`config.mk`:
```
export PLATFORM = sky130hd
export DESIGN_NAME = matrix_keypad_debouncer_core
export DESIGN_NICKNAME = d
export VERILOG_FILES = /design/src/rtl/core/mkd_pkg.sv /design/src/rtl/core/mkd_row_update.sv /design/src/rtl/core/matrix_keypad_debouncer_core.sv
export SDC_FILE = /design/constraint.sdc
export NUM_CORES = 1
export LEC_CHECK = 0
export ABC_AREA = 0
export BUFFER_PORTS_ARGS = -buffer_cell sky130_fd_sc_hd__buf_2
export CAP_MARGIN = 5
export CORE_AREA = 2 2 179 181
export CTS_BUF_LIST = sky130_fd_sc_hd__clkbuf_4
export DETAILED_ROUTE_END_ITERATION = 6
export DIE_AREA = 0 0 181 183
export GPL_TIMING_DRIVEN = 0
export MAX_ROUTING_LAYER = met4
export PLACE_DENSITY = 0.77
export SLEW_MARGIN = 20
export SYNTH_ARGS = -nofsm -noshare
export SYNTH_HDL_FRONTEND = slang
export SYNTH_SLANG_ARGS = --single-unit
```
`constraint.sdc`:
```
create_clock -name clk -period 9.5 [get_ports clk]
set_input_delay 0.475 -clock clk [delete_from_list [all_inputs] [get_ports clk]]
set_output_delay 0.475 -clock clk [all_outputs]
set_load 0.005 [all_outputs]
```
`src/rtl/core/mkd_pkg.sv`:
```
// mkd_pkg: shared constants, types and entry layout for the keypad debouncer.
// Depends on nothing; imported by mkd_row_update and matrix_keypad_debouncer_core.
package mkd_pkg;

  localparam int HISTORY_LEN = 16;
  localparam int ROWS        = 4;
  localparam int COLS        = 4;
  localparam int IN_COLS     = 4;
  localparam int ROW_W       = 2;

  typedef struct packed {
    logic [ROW_W-1:0]   row_index;
    logic [IN_COLS-1:0] column_levels;
  } req_t;

  typedef struct packed {
    logic [ROW_W-1:0]   row_echo;
    logic [IN_COLS-1:0] stable_levels;
    logic [IN_COLS-1:0] press_mask;
    logic [IN_COLS-1:0] release_mask;
  } rsp_t;

  // one memory word holds a whole row
  typedef struct packed {
    logic [COLS-1:0][HISTORY_LEN-1:0] hist;
    logic [COLS-1:0]                  stable;
  } entry_t;

  localparam entry_t ENTRY_RESET = '{hist: '1, stable: '1};

  typedef struct packed {
    req_t   req;
    entry_t cur;
  } upd_in_t;

  typedef struct packed {
    entry_t entry;
    rsp_t   rsp;
  } upd_out_t;

endpackage

```
`src/rtl/core/mkd_row_update.sv`:
```
// mkd_row_update: per-row history shift, stable-state decision and edge masks.
// Combinational; depends on mkd_pkg.
module mkd_row_update (
  input  mkd_pkg::upd_in_t  upd_in,
  output mkd_pkg::upd_out_t upd_out
);
  import mkd_pkg::*;

  always_comb begin
    logic [HISTORY_LEN-1:0] h;
    logic                   smp;
    logic                   nst;
    upd_out.entry             = upd_in.cur;
    upd_out.rsp.row_echo      = upd_in.req.row_index;
    upd_out.rsp.stable_levels = '1;
    upd_out.rsp.press_mask    = '0;
    upd_out.rsp.release_mask  = '0;
    for (int c = 0; c < COLS; c++) begin
      smp = 1'b1;
      if (c < IN_COLS) begin
        smp = upd_in.req.column_levels[c];
      end
      h = {upd_in.cur.hist[c][HISTORY_LEN-2:0], smp};
      nst = upd_in.cur.stable[c];
      if (h == '0) begin
        nst = 1'b0;
      end else if (h == '1) begin
        nst = 1'b1;
      end
      upd_out.entry.hist[c]   = h;
      upd_out.entry.stable[c] = nst;
      if (c < IN_COLS) begin
        upd_out.rsp.stable_levels[c] = nst;
        upd_out.rsp.press_mask[c]    = upd_in.cur.stable[c] & ~nst;
        upd_out.rsp.release_mask[c]  = ~upd_in.cur.stable[c] & nst;
      end
    end
  end

endmodule

```
`src/rtl/core/matrix_keypad_debouncer_core.sv`:
```
// matrix_keypad_debouncer_core: 4x4 keypad debouncer, row state held in a
// synchronous row memory; depends on mkd_pkg and mkd_row_update.
// Accepted requests go through stage one into the registered response.
// Throughput: one transaction per cycle unless rsp_stall holds; row memory
// read at accept, written as stage one advances, same-row back-to-back
// handled by forwarding. Reset: per-row valid bits cleared at once; an
// unwritten row reads as all released. No clearing pass.
module matrix_keypad_debouncer_core (
  input  logic          clk,
  input  logic          rst,
  input  logic          req_valid,
  output logic          req_stall,
  input  mkd_pkg::req_t req,
  output logic          rsp_valid,
  input  logic          rsp_stall,
  output mkd_pkg::rsp_t rsp
);
  import mkd_pkg::*;

  entry_t          mem [ROWS];
  logic [ROWS-1:0] row_valid;

  entry_t   rd_data;
  logic     rd_valid;
  logic     fwd_hit;
  entry_t   fwd_data;
  logic     s1_valid;
  req_t     s1_req;
  logic     s1_adv;
  logic     req_acc;
  upd_in_t  upd_in;
  upd_out_t upd_out;

  assign s1_adv    = s1_valid && !(rsp_valid && rsp_stall);
  assign req_stall = s1_valid && !s1_adv;
  assign req_acc   = req_valid && !req_stall;

  always_comb begin
    upd_in.req = s1_req;
    if (fwd_hit) begin
      upd_in.cur = fwd_data;
    end else if (rd_valid) begin
      upd_in.cur = rd_data;
    end else begin
      upd_in.cur = ENTRY_RESET;
    end
  end

  mkd_row_update u_upd (
    .upd_in  (upd_in),
    .upd_out (upd_out)
  );

  always_ff @(posedge clk) begin
    if (req_acc) begin
      rd_data  <= mem[req.row_index];
      rd_valid <= row_valid[req.row_index];
      fwd_hit  <= s1_adv && (s1_req.row_index == req.row_index);
      fwd_data <= upd_out.entry;
      s1_req   <= req;
    end
    if (s1_adv) begin
      mem[s1_req.row_index] <= upd_out.entry;
    end
  end

  always_ff @(posedge clk) begin
    if (rst) begin
      row_valid <= '0;
      s1_valid  <= 1'b0;
    end else begin
      if (s1_adv) begin
        row_valid[s1_req.row_index] <= 1'b1;
      end
      if (req_acc) begin
        s1_valid <= 1'b1;
      end else if (s1_adv) begin
        s1_valid <= 1'b0;
      end
    end
  end

  always_ff @(posedge clk) begin
    if (rst) begin
      rsp_valid <= 1'b0;
    end else if (s1_adv) begin
      rsp_valid <= 1'b1;
    end else if (!rsp_stall) begin
      rsp_valid <= 1'b0;
    end
  end

  always_ff @(posedge clk) begin
    if (s1_adv) begin
      rsp <= upd_out.rsp;
    end
  end

  a_stall_full: assert property (@(posedge clk) disable iff (rst)
    req_stall |-> (s1_valid && rsp_valid))
    else $error("request stalled with free stage");

  a_accept_fill: assert property (@(posedge clk) disable iff (rst)
    req_acc |=> s1_valid)
    else $error("accepted transaction lost before stage one");

  a_mask_disjoint: assert property (@(posedge clk) disable iff (rst)
    rsp_valid |-> ((rsp.press_mask & rsp.release_mask) == '0))
    else $error("key both pressed and released");

  a_press_stable: assert property (@(posedge clk) disable iff (rst)
    rsp_valid |-> ((rsp.press_mask & rsp.stable_levels) == '0
                   && (rsp.release_mask & ~rsp.stable_levels) == '0))
    else $error("edge mask disagrees with stable state");

endmodule
```
# Word level (Yosys, flattened, before mapping)
# Memory sizes are Yosys's and may differ from the RTL's. A register that Yosys moved wholly into a read port is not among the register bits.
# Index checks and enable logic that the tools add are counted.
# word_totals
ram_bits	272
wordCells	77
input_bits	10
latch_bits	0
out_inout_bits	16
regBits	95
rom_bits	0
mem_count	1
# op_classes
eq_ne	6
shift	0
n_mux	20
order_cmp	3
reduce_logical	14
add_sub_neg	0
n_bitwise	17
mul	0
n_div	0
# mem_list
name	depth	word_bits	read_ports	rd_clocked_by_memory_dff	write_ports	line	rtl
mem	4	68	1	1	1	matrix_keypad_debouncer_core.sv:20	entry_t mem [ROWS];
# ops
cell	count
two-way mux 67 bit	2
equality test 16 bit (second input constant)	4
zero test 16 bit	4
two-way mux 1 bit	16
bitwise AND 1 bit	8
inverter 1 bit	8
logical AND 1 bit	6
less-than comparator 2 x 3 -> 1 bit (second input constant)	2
OR 4 bit	1
zero test 1 bit	3
binary-select mux 1 bit (select 2 bit)	1
demux 1 bit (select 2 bit)	1
equality test 2 bit	1
>= comparator 2 x 1 -> 1 bit (second input constant)	1
inequality test 2 x 1 -> 1 bit (second input constant)	1
nonzero test 2 bit	1

# Longest topological paths before layout
# logic_depth
word_depth	8
depth_mapped	8
ltp_nobuf	7

# Hierarchy
# Synthesis repeated with hierarchy kept, for this count alone.
# unflattened
hier_cells	828
area_unflattened_um2	16794.9
# modules_own_cells
mod	n_inst	area_per_inst_um2	seq_area_each_um2	cells_per_inst
matrix_keypad_debouncer_core	1	15884.0	13032.5	702
mkd_row_update	1	910.9	0.0	126

# Least setup slack after synthesis
# Ideal clock, no wire load.
# synth_timing
kind	input to register
start	input port rsp_stall
end	register fwd_data[0] (netlist bit), enable pin
setup_time_ns	0.649
t_required_ns	8.851
cell_stages	2
t_arrival_ns	6.705
path_slack_ns	2.146
n_path_buf	0
cell_sequence	and3_1 > nor2b_1
# synth_between
elab_chain_cells	7
# synth_rtl
item	line	rtl
from (decl)	matrix_keypad_debouncer_core.sv:15	input logic rsp_stall,
logical AND 1 bit	matrix_keypad_debouncer_core.sv:34	assign s1_adv = s1_valid && !(rsp_valid && rsp_stall);
zero test 1 bit	matrix_keypad_debouncer_core.sv:34	
logical AND 1 bit	matrix_keypad_debouncer_core.sv:34	
zero test 1 bit	matrix_keypad_debouncer_core.sv:35	assign req_stall = s1_valid && !s1_adv;
logical AND 1 bit	matrix_keypad_debouncer_core.sv:35	
zero test 1 bit	matrix_keypad_debouncer_core.sv:36	assign req_acc = req_valid && !req_stall;
logical AND 1 bit	matrix_keypad_debouncer_core.sv:36	
named net req_acc	matrix_keypad_debouncer_core.sv:30	logic req_acc;
to (signal assigned)	matrix_keypad_debouncer_core.sv:59	fwd_data <= upd_out.entry;
to (decl)	matrix_keypad_debouncer_core.sv:26	entry_t fwd_data;
# The timed path passes the listed nets, and every way through them passes these cells.
# A chain may end at the register's enable or synchronous reset.

==> results.md <==
* Outcome: finished clean
* Total Die Area at approximately 33,000 sq um
* First drt pass iteration count at 7
* Post-CTS Setup Bufs at 0
* DIE HEIGHT at ~180 microns
* Global-route wire length before repair at 48,200 microns
* Total grt overflow at 0
* Cell row count at 65
* Finished Cell Area at between 15,000 and 20,000 sq um
* Final number of max-transition violations at 0
* Root Driver: clkbuf_4
* Fin crit share at 0.379
* FF+latch count, synth at between 400 and 500
* Worst-path maximum fanout at 10
* Largest stage delay, worst path at ~620 ps
* EDFF count, synth at just over 400
* DR vias/cell at about 6
* Vias in the first global route at ~8,500
* Global route hottest layer: met2
* Post-synthesis sequential area ratio at 0.800
* Die X at roughly 180 microns
* Clock transition at path regs at ~70 ps
* Post-layout util at 0.568
* DRC Markers at 0
* Core Footprint at ~31,000 sq um
* Fin Clk Skew at between 30 and 40 ps
* Syn Nets at approximately 740
* Routed Antenna Nets at 0
* Nets at between 800 and 900
* Net switching fraction of the power at 0.220
* Clock Tree Buf Depth at 3
* Pleak at roughly 5.5 nW
* Distinct cells, synth at 39
* Clk pwr share at 0.387
* GRT met1 Usage at 0.249
* Worst skew pair latency at around 760 ps
* M2 GR Usage at 0.319
* Final HPWL DP at between 15,000 and 20,000 microns
* Setup crit start: fwd_hit
* VDD IR max at between 0.08 and 0.09 mV
* Internal at about 2.9 mW
* Max cap viols at 0
* RSZ-0062 raised after global routing: false
* Layout cells sized above 1 at 0.290
* Logic gate share of total power at 0.049
* I/O Pins at 26
* Reg2reg setup slack at roughly 5900 ps
* Worst setup EP type: flop
* Placed inst area at 16,300 sq um
* CP startpoint kind: flop
* PD cells at 211 nW/um^2
* Critical path endpoint: mem[2][25]
* Worst-margin pin slew at roughly 940 ps
* Reg-to-Reg Start: fwd_hit
* Number of port buffers at 25
* Resized cells post-CTS at 0
* Per-cell routed wire length at between 20 and 25 microns
* Worst R2R End: mem[2][25]
* CTS Buf Count at around 100
* Placed Cells incl. Taps at 1,178
* Seq pwr share at 0.564
* DRT Wirelength at around 31,000 microns
* Fin crit period at between 3000 and 4000 ps
* Clock sink count at a little over 400
* DR vias at roughly 8,100
* WS Path Type: flop to flop
* Commonest register cell after synthesis: edfxtp_1
* YS warnings at 0
* Reg2Reg Depth at 7
* Final WS setup at just under 6000 ps
* GP Congestion at slightly below 0.9
* Largest net degree at the start of global routing at 35
* Final setup fails at 0
* NetSw at between 0.8 and 0.9 mW
* WP data required at about 10,000 ps
* Gr usage total at 0.200
* WP data arrival at 4160 ps
* Met3 Usage GRT at 0.0413
* Cell count after synthesis at 733
* Starting Density at 0.493
* Crit path max-delay cell type: buf_1
* FFs w/ async S/R, synth at 0
* Iter 0 DRT Violations at between 900 and 1,000
* Area grow syn2layout at 15.2%
* Initial antenna violation count at 1
* CTS tree: built
* Rel. slew slack at 0.371
* # H-tree levels at 3
* Synth Cell Area at around 15,000 sq um
* Worst Hold Class: primary input to flop
* CP cell instances: nand2b_4 -> buf_6 -> buf_2 -> buf_1 -> buf_2 -> buf_1 -> o22a_1
* DP Worst Slack at 6000 ps
* Fmax at between 200 and 300 MHz
* Non-Filler Instances at between 1,000 and 1,500
* Mean Syn Cell Area at around 21 sq um
* Final Hold Viols at 0
-- layout make-up --
class	count	area (sq um)
clock buffer	142	1070
tap	402	503
fill	2305	13500
sequential	412	12300
inverter	9	33.8
multi-input combinational	283	2930
antenna	1	2.50
clock inverter	38	231
buffer	29	135
timing repair buffer	52	513
-- logic make-up (layout without fill, tap and decap cells) --
kind of cell | after synthesis | count (layout) | share of synthesized area
other | 0 | 1 | 0
and+or+nand+nor | 133 | 133 | 0.0499
muxes | 66 | 66 | 0.0959
xor gates and xnor gates | 2 | 2 | 0.00114
buffers and inverters | 38 | 270 | 0.0110
DFF | 412 | 412 | 0.800
AOI/OAI and AO/OA | 82 | 82 | 0.0419
-- placed cells by master (no fill, tap or decap), types with 2 or more instances in the layout --
master and instances:
dlygate4sd3_1 9, o22ai_1 8, buf_1 7, clkinv_2 2, edfxtp_1 406, and3_1 2
buf_12 6, and2_1 3, o32ai_1 3, buf_4 6, o21a_1 7, nor2_1 22
buf_16 4, nor3_1 3, buf_6 4, nand2b_1 10, clkinv_1 28, nor3b_1 3
dfxtp_1 6, a21oi_1 9, mux4_2 65, inv_2 4, o31ai_1 4, xor2_1 2
or4b_1 7, or4_1 9, bufinv_16 3, buf_2 34, inv_1 8, a2111oi_0 3
nand3_1 11, o22a_1 44, nand2_1 15, nor2b_1 5, clkinvlp_4 2, clkbuf_4 142
clkbuf_1 11, nor4_1 10, nand4_1 24
-- routing by layer --
layer  up-vias  routed length, microns
met5         -                       0
met3        68                    2170
met2       381                   15600
li1       3500                       -
met1      4128                   12400
met4         0                     847
-- critical path, delay by kind of cell, from the launching register on --
family | cells | cell delay, ps
and+or+nand+nor | 1 | 270
buffers and inverters | 5 | 2200
AOI/OAI and AO/OA | 1 | 370
DFF | 1 | 570
-- cells in the mapped netlist, drive strengths merged (6+ instances only) --
master / instances / area (sq um)
or4: 9 / 67.6
inv: 9 / 33.8
mux4: 65 / 1460
nand2b: 11 / 76.3
nand3: 11 / 55.1
buf: 18 / 93.8
o22a: 44 / 385
nand4: 24 / 150
nor4: 10 / 62.6
clkbuf: 11 / 41.3
edfxtp: 406 / 12200
nor2: 23 / 86.3
o22ai: 8 / 50.1
nand2: 15 / 56.3
dfxtp: 6 / 120
o21a: 7 / 52.6
or4b: 7 / 70.1
a21oi: 9 / 45.0
nor2b: 6 / 37.5
-- through the flow --
stage	total power, mW	TNS [ps]	hold slack, ps
after detailed placement	2.32	0	474
after global placement	2.32	-109120	450
after floorplan	2.25	0	432
final	3.74	0	451
after global routing	3.89	0	415
after CTS	3.77	0	422
-- worst min path at each step --
| stage | start | to | slack (ps) | cells past startpoint |
|---|---|---|---|---|
| after floorplan | row_valid[1] | row_valid[1] | 430 | 2 |
| after global placement | row_valid[1] | row_valid[1] | 450 | 2 |
| after detailed placement | row_valid[2] | row_valid[2] | 470 | 2 |
| after CTS | req[3] | s1_req[3] | 420 | 2 |
| after global routing | req[3] | s1_req[3] | 410 | 2 |
| final | req[1] | s1_req[1] | 450 | 2 |
-- what timing repair did --
action,CTS,global route
hold endpoints to repair,12,0
setup endpoints to repair,0,0
hold buffers,9,0
-- power by group through the flow --
stage,clock (mW),combinational (mW),sequential (mW)
3_3_place_gp,0,0.161,2.16
6_report,1.45,0.182,2.11
3_5_place_dp,0,0.180,2.14
2_1_floorplan,0,0.113,2.14
5_1_grt,1.58,0.196,2.11
4_1_cts,1.48,0.183,2.11
-- state kept, by name (all words and copies together) (netlist names) --
signal and cells:
rsp 14, s1_valid 1, fwd_hit 1, rd_data 64, rsp_valid 1, mem 256
rd_valid 1, row_valid 4, fwd_data 64, s1_req 6
Note: power is estimated with default switching activity, not from simulation.
